--- config.mk ---
export PLATFORM = sky130hd
export DESIGN_NAME = pwm_pulse_to_ppm_decoder
export DESIGN_NICKNAME = d
export VERILOG_FILES = /design/src/rtl/pwmppm_pkg.sv /design/src/rtl/pwmppm_edge.sv /design/src/rtl/pwmppm_div.sv /design/src/rtl/pwm_pulse_to_ppm_decoder.sv
export SDC_FILE = /design/constraint.sdc
export NUM_CORES = 2
export LEC_CHECK = 0
export BUFFER_PORTS_ARGS = -buffer_cell sky130_fd_sc_hd__buf_2
export CORE_MARGIN = 5
export CORE_UTILIZATION = 30
export DETAILED_ROUTE_END_ITERATION = 12
export PLACE_DENSITY_LB_ADDON = 0.12
export RECOVER_POWER = 25
export SYNTH_ARGS = -nofsm -noshare
export SYNTH_HDL_FRONTEND = slang
export SYNTH_SLANG_ARGS = --single-unit
--- constraint.sdc ---
create_clock -name clk_i -period 8.48 [get_ports clk_i]
set_input_delay 2.12 -clock clk_i [delete_from_list [all_inputs] [get_ports clk_i]]
set_output_delay 2.12 -clock clk_i [all_outputs]
set_load 0.01 [all_outputs]
--- src/rtl/pwmppm_pkg.sv ---
// Package for the PWM pulse to ppm decoder.
// Widths, status codes, request types and sequencer states; no dependencies.
package pwmppm_pkg;

  localparam int unsigned TIME_W  = 32;
  localparam int unsigned FS_W    = 14;
  localparam int unsigned NUM_W   = TIME_W + FS_W;
  localparam int unsigned DEN_W   = TIME_W + 1;
  localparam int unsigned QUOT_W  = FS_W + 1;
  localparam int unsigned CNT_W   = $clog2(NUM_W + 1);

  localparam logic [FS_W-1:0]   FS_RESET    = FS_W'(5000);
  localparam logic [TIME_W-1:0] HIGH_OFFSET = TIME_W'(2);
  localparam logic [DEN_W-1:0]  DEN_OFFSET  = DEN_W'(4);

  localparam logic [1:0] ST_OK    = 2'd0;
  localparam logic [1:0] ST_CLAMP = 2'd1;
  localparam logic [1:0] ST_DENOM = 2'd2;

  typedef struct packed {
    logic [TIME_W-1:0] sample_time_ms;
    logic              pin_level;
  } in_req_t;

  typedef struct packed {
    logic [FS_W-1:0] ppm_value;
    logic [1:0]      status;
  } out_req_t;

  typedef struct packed {
    logic              done;
    logic              ovf;
    logic [QUOT_W-1:0] quot;
  } div_res_t;

  typedef enum logic [2:0] {
    S_IDLE,
    S_CHECK,
    S_MUL,
    S_DIV,
    S_RESULT
  } state_e;

endpackage

--- src/rtl/pwmppm_edge.sv ---
// Edge tracker: stored level, rise/fall timestamps, low and high durations.
// Depends on pwmppm_pkg.
module pwmppm_edge (
  input  logic                          clk_i,
  input  logic                          rst_ni,
  input  logic                          sample_valid_i,
  input  pwmppm_pkg::in_req_t           sample_i,
  output logic                          fall_o,
  output logic [pwmppm_pkg::TIME_W-1:0] high_o,
  output logic [pwmppm_pkg::TIME_W-1:0] low_o
);

  logic                          level_q;
  logic [pwmppm_pkg::TIME_W-1:0] rise_q;
  logic [pwmppm_pkg::TIME_W-1:0] fall_q;
  logic [pwmppm_pkg::TIME_W-1:0] low_q;
  logic [pwmppm_pkg::TIME_W-1:0] high_q;
  logic                          rise_evt;
  logic                          fall_evt;

  assign rise_evt = sample_valid_i && sample_i.pin_level && !level_q;
  assign fall_evt = sample_valid_i && !sample_i.pin_level && level_q;

  always_ff @(posedge clk_i or negedge rst_ni) begin
    if (!rst_ni) begin
      level_q <= 1'b0;
      rise_q  <= '0;
      fall_q  <= '0;
      low_q   <= '0;
    end else if (rise_evt) begin
      level_q <= 1'b1;
      rise_q  <= sample_i.sample_time_ms;
      low_q   <= sample_i.sample_time_ms - fall_q;
    end else if (fall_evt) begin
      level_q <= 1'b0;
      fall_q  <= sample_i.sample_time_ms;
    end
  end

  always_ff @(posedge clk_i) begin
    if (fall_evt) begin
      high_q <= sample_i.sample_time_ms - rise_q;
    end
  end

  assign fall_o = fall_evt;
  assign high_o = high_q;
  assign low_o  = low_q;

endmodule

--- src/rtl/pwmppm_div.sv ---
// Restoring divider, one quotient bit per cycle through one shared subtractor.
// Quotient kept to QUOT_W bits with a sticky overflow flag. Depends on pwmppm_pkg.
module pwmppm_div (
  input  logic                         clk_i,
  input  logic                         rst_ni,
  input  logic                         start_i,
  input  logic [pwmppm_pkg::NUM_W-1:0] num_i,
  input  logic [pwmppm_pkg::DEN_W-1:0] den_i,
  output pwmppm_pkg::div_res_t         res_o
);

  logic [pwmppm_pkg::NUM_W-1:0]  num_q;
  logic [pwmppm_pkg::DEN_W-1:0]  rem_q;
  logic [pwmppm_pkg::QUOT_W-1:0] quot_q;
  logic                          ovf_q;
  logic [pwmppm_pkg::CNT_W-1:0]  cnt_q;
  logic                          busy_q;
  logic                          done_q;

  logic [pwmppm_pkg::DEN_W:0]    shifted;
  logic [pwmppm_pkg::DEN_W:0]    diff;
  logic                          ge;

  assign shifted = {rem_q, num_q[pwmppm_pkg::NUM_W-1]};
  assign diff    = shifted - {1'b0, den_i};
  assign ge      = shifted >= {1'b0, den_i};

  always_ff @(posedge clk_i or negedge rst_ni) begin
    if (!rst_ni) begin
      busy_q <= 1'b0;
      done_q <= 1'b0;
      cnt_q  <= '0;
    end else begin
      done_q <= 1'b0;
      if (start_i) begin
        busy_q <= 1'b1;
        cnt_q  <= pwmppm_pkg::CNT_W'(pwmppm_pkg::NUM_W);
      end else if (busy_q) begin
        cnt_q <= cnt_q - pwmppm_pkg::CNT_W'(1);
        if (cnt_q == pwmppm_pkg::CNT_W'(1)) begin
          busy_q <= 1'b0;
          done_q <= 1'b1;
        end
      end
    end
  end

  always_ff @(posedge clk_i) begin
    if (start_i) begin
      num_q  <= num_i;
      rem_q  <= '0;
      quot_q <= '0;
      ovf_q  <= 1'b0;
    end else if (busy_q) begin
      num_q  <= {num_q[pwmppm_pkg::NUM_W-2:0], 1'b0};
      rem_q  <= ge ? diff[pwmppm_pkg::DEN_W-1:0] : shifted[pwmppm_pkg::DEN_W-1:0];
      quot_q <= {quot_q[pwmppm_pkg::QUOT_W-2:0], ge};
      ovf_q  <= ovf_q | quot_q[pwmppm_pkg::QUOT_W-1];
    end
  end

  assign res_o.done = done_q;
  assign res_o.ovf  = ovf_q;
  assign res_o.quot = quot_q;

endmodule

--- src/rtl/pwm_pulse_to_ppm_decoder.sv ---
// PWM pulse to ppm decoder, top level: sequencer, scale multiply, output register.
// A rising edge or a repeated level is taken in the idle state; a falling edge runs
// through accept, check, multiply, the 46-step bit-serial divider and result; it skips
// from check straight to result when the denominator is not positive.
// A stalled result holds off the next request. Depends on pwmppm_pkg, _edge and _div.
// Reset (async, active low) clears level and timestamps, sets full scale to 5000.
module pwm_pulse_to_ppm_decoder (
  input  logic                       clk_i,
  input  logic                       rst_ni,
  input  logic                       in_valid_i,
  output logic                       in_ready_o,
  input  pwmppm_pkg::in_req_t        in_data_i,
  output logic                       out_valid_o,
  input  logic                       out_ready_i,
  output pwmppm_pkg::out_req_t       out_data_o,
  input  logic                       cfg_valid_i,
  output logic                       cfg_ready_o,
  input  logic [pwmppm_pkg::FS_W-1:0] cfg_data_i
);

  pwmppm_pkg::state_e state_q, state_d;

  logic [pwmppm_pkg::FS_W-1:0]   fs_q;
  logic [pwmppm_pkg::DEN_W-1:0]  den_q;
  logic                          neg_q;
  pwmppm_pkg::out_req_t          res_q, res_d;
  pwmppm_pkg::out_req_t          out_q;
  logic                          out_valid_q;

  logic                          in_acc;
  logic                          fall;
  logic [pwmppm_pkg::TIME_W-1:0] high;
  logic [pwmppm_pkg::TIME_W-1:0] low;
  logic [pwmppm_pkg::DEN_W-1:0]  sum;
  logic                          den_bad;
  logic [pwmppm_pkg::TIME_W-1:0] factor;
  logic [pwmppm_pkg::NUM_W-1:0]  prod;
  logic                          div_start;
  logic                          load_out;
  logic                          check_en;
  pwmppm_pkg::div_res_t          div_res;

  assign in_acc = in_valid_i && in_ready_o;

  pwmppm_edge u_edge (
    .clk_i          (clk_i),
    .rst_ni         (rst_ni),
    .sample_valid_i (in_acc),
    .sample_i       (in_data_i),
    .fall_o         (fall),
    .high_o         (high),
    .low_o          (low)
  );

  pwmppm_div u_div (
    .clk_i   (clk_i),
    .rst_ni  (rst_ni),
    .start_i (div_start),
    .num_i   (prod),
    .den_i   (den_q),
    .res_o   (div_res)
  );

  assign sum     = {1'b0, high} + {1'b0, low};
  assign den_bad = sum <= pwmppm_pkg::DEN_OFFSET;
  assign factor  = neg_q ? (pwmppm_pkg::HIGH_OFFSET - high) : (high - pwmppm_pkg::HIGH_OFFSET);
  assign prod    = pwmppm_pkg::NUM_W'(fs_q) * pwmppm_pkg::NUM_W'(factor);

  // next state
  always_comb begin
    state_d = state_q;
    case (state_q)
      pwmppm_pkg::S_IDLE:   if (fall) state_d = pwmppm_pkg::S_CHECK;
      pwmppm_pkg::S_CHECK:  state_d = den_bad ? pwmppm_pkg::S_RESULT : pwmppm_pkg::S_MUL;
      pwmppm_pkg::S_MUL:    state_d = pwmppm_pkg::S_DIV;
      pwmppm_pkg::S_DIV:    if (div_res.done) state_d = pwmppm_pkg::S_RESULT;
      pwmppm_pkg::S_RESULT: if (load_out) state_d = pwmppm_pkg::S_IDLE;
      default:              state_d = pwmppm_pkg::S_IDLE;
    endcase
  end

  // outputs of the sequencer
  always_comb begin
    in_ready_o = 1'b0;
    check_en   = 1'b0;
    div_start  = 1'b0;
    load_out   = 1'b0;
    case (state_q)
      pwmppm_pkg::S_IDLE:   in_ready_o = 1'b1;
      pwmppm_pkg::S_CHECK:  check_en = 1'b1;
      pwmppm_pkg::S_MUL:    div_start = 1'b1;
      pwmppm_pkg::S_DIV:    ;
      pwmppm_pkg::S_RESULT: load_out = !out_valid_q || out_ready_i;
      default:              ;
    endcase
  end

  // result selection
  always_comb begin
    res_d = res_q;
    if (check_en && den_bad) begin
      res_d.ppm_value = '0;
      res_d.status    = pwmppm_pkg::ST_DENOM;
    end else if (div_res.done) begin
      if (neg_q) begin
        res_d.ppm_value = '0;
        res_d.status    = (div_res.ovf || div_res.quot != '0) ?
                          pwmppm_pkg::ST_CLAMP : pwmppm_pkg::ST_OK;
      end else if (div_res.ovf || div_res.quot > {1'b0, fs_q}) begin
        res_d.ppm_value = fs_q;
        res_d.status    = pwmppm_pkg::ST_CLAMP;
      end else begin
        res_d.ppm_value = div_res.quot[pwmppm_pkg::FS_W-1:0];
        res_d.status    = pwmppm_pkg::ST_OK;
      end
    end
  end

  always_ff @(posedge clk_i or negedge rst_ni) begin
    if (!rst_ni) begin
      state_q     <= pwmppm_pkg::S_IDLE;
      fs_q        <= pwmppm_pkg::FS_RESET;
      out_valid_q <= 1'b0;
    end else begin
      state_q <= state_d;
      if (cfg_valid_i) begin
        fs_q <= cfg_data_i;
      end
      if (load_out) begin
        out_valid_q <= 1'b1;
      end else if (out_ready_i) begin
        out_valid_q <= 1'b0;
      end
    end
  end

  always_ff @(posedge clk_i) begin
    res_q <= res_d;
    if (check_en) begin
      den_q <= sum - pwmppm_pkg::DEN_OFFSET;
      neg_q <= high < pwmppm_pkg::HIGH_OFFSET;
    end
    if (load_out) begin
      out_q <= res_q;
    end
  end

  assign cfg_ready_o = 1'b1;
  assign out_valid_o = out_valid_q;
  assign out_data_o  = out_q;

  a_ppm_in_range: assert property (@(posedge clk_i) disable iff (!rst_ni)
    out_valid_o |-> out_data_o.ppm_value <= fs_q)
    else $error("ppm above full scale");

  a_denom_zero: assert property (@(posedge clk_i) disable iff (!rst_ni)
    (out_valid_o && out_data_o.status == pwmppm_pkg::ST_DENOM) |->
      out_data_o.ppm_value == '0)
    else $error("nonzero ppm with bad denominator");

  a_status_code: assert property (@(posedge clk_i) disable iff (!rst_ni)
    out_valid_o |-> (out_data_o.status == pwmppm_pkg::ST_OK ||
                     out_data_o.status == pwmppm_pkg::ST_CLAMP ||
                     out_data_o.status == pwmppm_pkg::ST_DENOM))
    else $error("undefined status code");

  a_div_done_state: assert property (@(posedge clk_i) disable iff (!rst_ni)
    div_res.done |-> state_q == pwmppm_pkg::S_DIV)
    else $error("divider finished outside divide state");

endmodule
Word level (Yosys, flattened, before mapping)
Cells that the tools add are included.
Cells by class
  add/subtract/negate cells: 8
  multipliers: 1
  $lt $le $gt $ge: 4
  equal/unequal tests: 8
  multiplexer cells: 28
  bitwise operators: 2
  reductions and logical operators: 19
Operators with widths (number)
  $mux 46: 2
  $sub 32x32->32: 2
  $mul 14x32->46: 1
  $ge 34x33->1: 1
  $add 32x32->33: 1
  $le 33x3->1 const B: 1
  $mux 33: 1
  $sub 33x3->33 const B: 1
  $sub 33x33->33: 1
  $lt 32x2->1 const B: 1
  $mux 16: 2
  $mux 32: 1
  $sub 2x32->32 const A: 1
  $sub 32x2->32 const B: 1
  $gt 15x14->1: 1
  $mux 1: 15
  $pmux 3 s5: 1
  $reduce_bool 15->1: 1
  $mux 3: 4
  $mux 6: 2
  $eq 3x2->1 const B: 2
  $eq 6x1->1 const B: 1
  $logic_and 1x1->1: 6
  $reduce_bool 2->1: 3
  12 further kinds: 17
Storage, ports and cells
  bits in registers: 316
  input port bits: 52
  output and inout port bits: 19

Depth between registers and ports, before layout
  word-level depth: 7
  depth in mapped cells: 32

Modules after synthesis
A second synthesis with hierarchy kept.
Second synthesis, totals
  cells, all modules: 3934
  area total of the unflattened synthesis: 35148.7 µm²
By module, submodules not included
  pwm_pulse_to_ppm_decoder: instances 1, cells an instance 2470, area each 21290.4 µm², seq. area each 2278.4 µm²
  pwmppm_edge: instances 1, cells an instance 843, area each 7731.2 µm², seq. area each 3388.2 µm²
  pwmppm_div: instances 1, cells an instance 621, area each 6127.1 µm², seq. area each 2562.5 µm²

Worst setup path before layout
Ideal clock, no wire load.
  path type: reg-to-reg
  from: register u_edge.high_q (netlist bit u_edge.high_o[9])
  to: register u_div.num_q[44] (netlist bit) (data pin)
  library setup time: 259 ps
  data arrival time: 8188 ps
  path slack: 33 ps
  stages on the path, launching flop included: 31
  path buffers: 2
  path through: edfxtp_1 > nor4_1 > nand2_1 > or3_1 > or2_2 > nor4_1 > a21oi_1 > a21oi_1 > xor2_1 > clkbuf_1 > nand2_1 > fa_1 > inv_1 > fa_1 > fa_1 > fa_1 > fa_1 > inv_1 > fa_1 > inv_1 > ha_1 > clkbuf_1 > and3_1 > a221oi_1 > o21ai_0 > nand3_1 > o211ai_1 > a21oi_1 > a21oi_1 > nor4b_1 > a211o_1
Between the ends
  word-level cells in the longest chain between the ends: 4
  elaborated cells between the ends (all ways): 5
  classes of those cells: 2 x add/sub; 1 x mul; 2 x mux
Ends and longest elaborated chain
  from (decl): RTL line pwmppm_edge.sv:17  | logic [pwmppm_pkg::TIME_W-1:0] high_q;
  from (signal assigned): RTL line pwmppm_edge.sv:42  | high_q <= sample_i.sample_time_ms - rise_q;
  $sub 32x2->32 or $sub 2x32->32 (tied branches): RTL line pwm_pulse_to_ppm_decoder.sv:66  | assign factor = neg_q ? (pwmppm_pkg::HIGH_OFFSET - high) : (high - pwmppm_pkg::HIGH_OFFSET);
  $mux 32 *: RTL line pwm_pulse_to_ppm_decoder.sv:66
  $mul 14x32->46 *: RTL line pwm_pulse_to_ppm_decoder.sv:67  | assign prod = pwmppm_pkg::NUM_W'(fs_q) * pwmppm_pkg::NUM_W'(factor);
  $mux 46 *: RTL line pwmppm_div.sv:49  | if (start_i) begin
  to (signal assigned): RTL line pwmppm_div.sv:50  | num_q <= num_i;
  to (signal assigned): RTL line pwmppm_div.sv:55  | num_q <= {num_q[pwmppm_pkg::NUM_W-2:0], 1'b0};
  to (decl): RTL line pwmppm_div.sv:12  | logic [pwmppm_pkg::NUM_W-1:0] num_q;
Every way passes the cells marked *; elsewhere a longest branch is shown, timed or not.
A chain may end at the register's enable or synchronous reset.

Final worst setup path
  from: register u_edge.high_q (netlist bit u_edge.high_o[3])
  to: register u_div.num_q[43] (netlist bit) (data pin)
The elaborated chain is that of the path after synthesis.

==> out/metrics.cfg <==
[die]
fp.dieArea_um2 = 121000
initial_core_util_pct = 30.1
pin_count = 71
die_x_um = 348
core_um2 = 114000
rows = 124
die_height_um = 348

[worst_setup_path]
critical_path_peak_fanout = 5
cpMaxStageDelayCell = or4_4
critical_path_arrival_ps = 8610
cp_data_required_time_ps = 8930
timing.critical_path.from_type = flop
critPathKind = flop to flop
worst_setup_path_end_kind = flop
slowest_cell_delay_on_critical_path_ps = 590

[timing]
final.hold.worst_slack_ps = 430
setup_viol = 0
timing_worst_slew_pin_value_ps = 4640
finalHoldViolations = 0
timing_max_transition_violations_final = 178
timing.final.crit_period_ps = 8150
max_fclk_mhz = 123
finalCritPeriodShare_pct = 96.1
skew_ps = 23.4
maxSlewHeadroom_pct = -209

[global_routing]
grt_antenna_before_repair = 4
via_count_of_the_first_global_routing_pass = 27694
grt.overflow.total = 0
largest_net_degree_at_the_start_of_global_routing = 80
track_usage_pct = 17.3
grt_pass1_wl_um = 166000

[placement]
gp_routability_congestion = 0.842
dp_hpwl_um = 82000
numPortBuffers = 69

[clock_network]
cts_tree = built
worst_setup_hold_path_clk_slew_ps = 70
ctsRootBufferMaster = clkbuf_16
clock_sinks = 316
worst_skew_pair.late_latency_ps = 590
post_cts_hold_buffer_count = 0
cts_buffer_depth = 3
numCtsBuffers = 43
ctsHtreeMaxLevel = 2

[yosys]
postSynthRegisterBits = 316
cell_area_synth_um2 = 34400
post_synth_num_cell_types = 82
yosys_warnings = 0
part_of_the_yosys_area_used_for_sequential_elements_pct = 23.9
synthFlopType = edfxtp_1
syn_nets = 4538
synth.avg_cell_area_um2 = 8.89
ys_async_sr_fraction_pct = 38.9
synth_top_area_cell = fa_1
post_synth_main_area_contributors = fa_1, edfxtp_1, ha_1, dfrtp_1, nand2_1
synth.top_cell.area_share_pct = 21.0
synth_edf_count = 128
synth_cells = 3866

[detailed_routing]
count_of_unresolved_drc_violations_after_routing = 0
detail-route-antenna-nets = 0
finalWirelength_um = 105000
dr.first_iter.drc_count = 1476
routed_vias = 26853
routed_via_density = 4.83
routedWlPerCell_um = 18.9
drt-pass1-iter-count = 7

[final_layout]
final_layout_size_suffix_gt1_share_pct = 11.7
multi_input_comb_area_um2 = 23900
fillers = 11905
seq_area_um2 = 8230
syn_to_final_growth_pct = 14.9
final_net_count = 4682

[status]
violations = max-capacitance violations, max-slew violations
run_status = finished with violations

[min_path]
worst_hold_path_type = flop to flop

[job]
max_cap_viols = 3

-- cells in the final DEF, fill, tap and decap left out, drive strengths merged, types with 15 or more instances in the layout --
cell type,netlist,final
o21ai,264,264
a21o,99,99
nand2,536,536
edfxtp,128,128
and3,29,29
inv,524,528
nand2b,30,30
a31oi,21,21
nor3,49,49
buf,13,258
nor2b,20,20
a211oi,21,21
clkbuf,152,61
mux2,49,49
nand4,26,26
xor2,99,99
nor2,163,163
nor4,17,17
ha,259,259
and2,188,188
o21a,32,32
fa,361,361
dfrtp,118,118
nand3,42,42
dfxtp,65,65
xnor2,99,99
a22oi,15,15
mux2i,36,36
a21oi,199,199
-- area by class of cell --
class,count,area share [%]
Multi-Input combinational cell,2859,60.5
Sequential cell,316,20.9
Timing Repair Buffer,264,5.13
Inverter,526,5.01
Tap cell,1512,4.79
Clock buffer,56,3.17
Clock inverter,23,0.558
Antenna cell,1,0.00634
-- routing by layer --
metal / vias up / wire, um / track usage (%)
met1: 13273 / 52700 / 25.6
li1: 13115 / - / -
met3: 80 / 4230 / 2.68
met5: - / 0 / 0
met4: 0 / 1640 / 3.15
met2: 385 / 46200 / 27.1
-- worst max-delay path, delay by kind of cell (launching register included) --
family / cells / cell delay [ps]
AO/OA/AOI/OAI: 6 / 1070
XOR/XNOR: 1 / 190
adder cells (fa/ha/maj): 7 / 3400
buffers and inverters: 9 / 1180
flip-flops: 1 / 380
AND/OR/NAND/NOR: 8 / 1800
-- flip-flops by register name, summed over array words and instances (netlist names), 15 cells and up --
signal         count
out_data_o        16
u_edge.high_o     32
u_div.rem_q       33
u_edge.fall_q     32
u_edge.rise_q     32
u_edge.low_o      32
den_q             33
u_div.quot_q      15
res_q             16
u_div.num_q       46
-- worst paths after layout --
kind | depth (start not counted) | from | slack [ps] | to
worst max-delay path | 31 | u_edge.high_o[3] | 330 | u_div.num_q[43]
max in group asynchronous | 1 | rst_ni | 2300 | fs_q[4]
worst min register to register | 0 | res_q[13] | 430 | out_data_o[13]
worst min-delay path | 0 | res_q[13] | 430 | out_data_o[13]
worst max register to register | 31 | u_edge.high_o[3] | 330 | u_div.num_q[43]
min in group asynchronous | 1 | rst_ni | 3180 | u_edge.rise_q[25]
-- cell usage after synthesis (all sizes together), types with 65 or more instances --
library cell / count
dfxtp: 65
fa: 361
dfrtp: 118
a21oi: 199
a21o: 99
o21ai: 264
clkbuf: 152
inv: 524
nor2: 163
xnor2: 99
xor2: 99
nand2: 536
and2: 188
ha: 259
edfxtp: 128
-- kinds of logic after synthesis --
kind of cell             Yosys count  share of synthesized area, %
AO/OA/AOI/OAI                    787                          14.1
XOR/XNOR                         198                          5.05
adder cells (fa/ha/maj)          620                          30.5
buffers and inverters            691                          7.59
flip-flops                       316                          23.9
multiplexers                      85                          2.65
other                              1                        0.0109
AND/OR/NAND/NOR                 1168                          16.2
-- metrics by stage --
| step | setup slack (ps) | instances | area (um2) | utilization, % | TNS [ps] |
|---|---|---|---|---|---|
| 4_1_cts | -0.226 | 5538 | 39000 | 34.2 | -0.226 |
| 3_3_place_gp | 27.9 | 5459 | 37500 | 32.9 | 0 |
| 3_5_place_dp | -60.2 | 5459 | 37500 | 32.9 | -81.5 |
| 5_1_grt | -20.0 | 5556 | 39500 | 34.6 | -20.0 |
| 6_report | 329 | 5557 | 39500 | 34.6 | 0 |
| 2_1_floorplan | 33.4 | 3866 | 34400 | - | 0 |
-- what timing repair did --
item | in CTS | in global routing
endpoints found under the setup margin | 2 | 17
buffers inserted | 0 | 17
gates cloned | 0 | 1
gates resized for setup | 4 | 81
pin swaps | 0 | 22
Power is not shown: default switching activity piles up to over one toggle a cycle in this logic, so the estimate is an artifact.
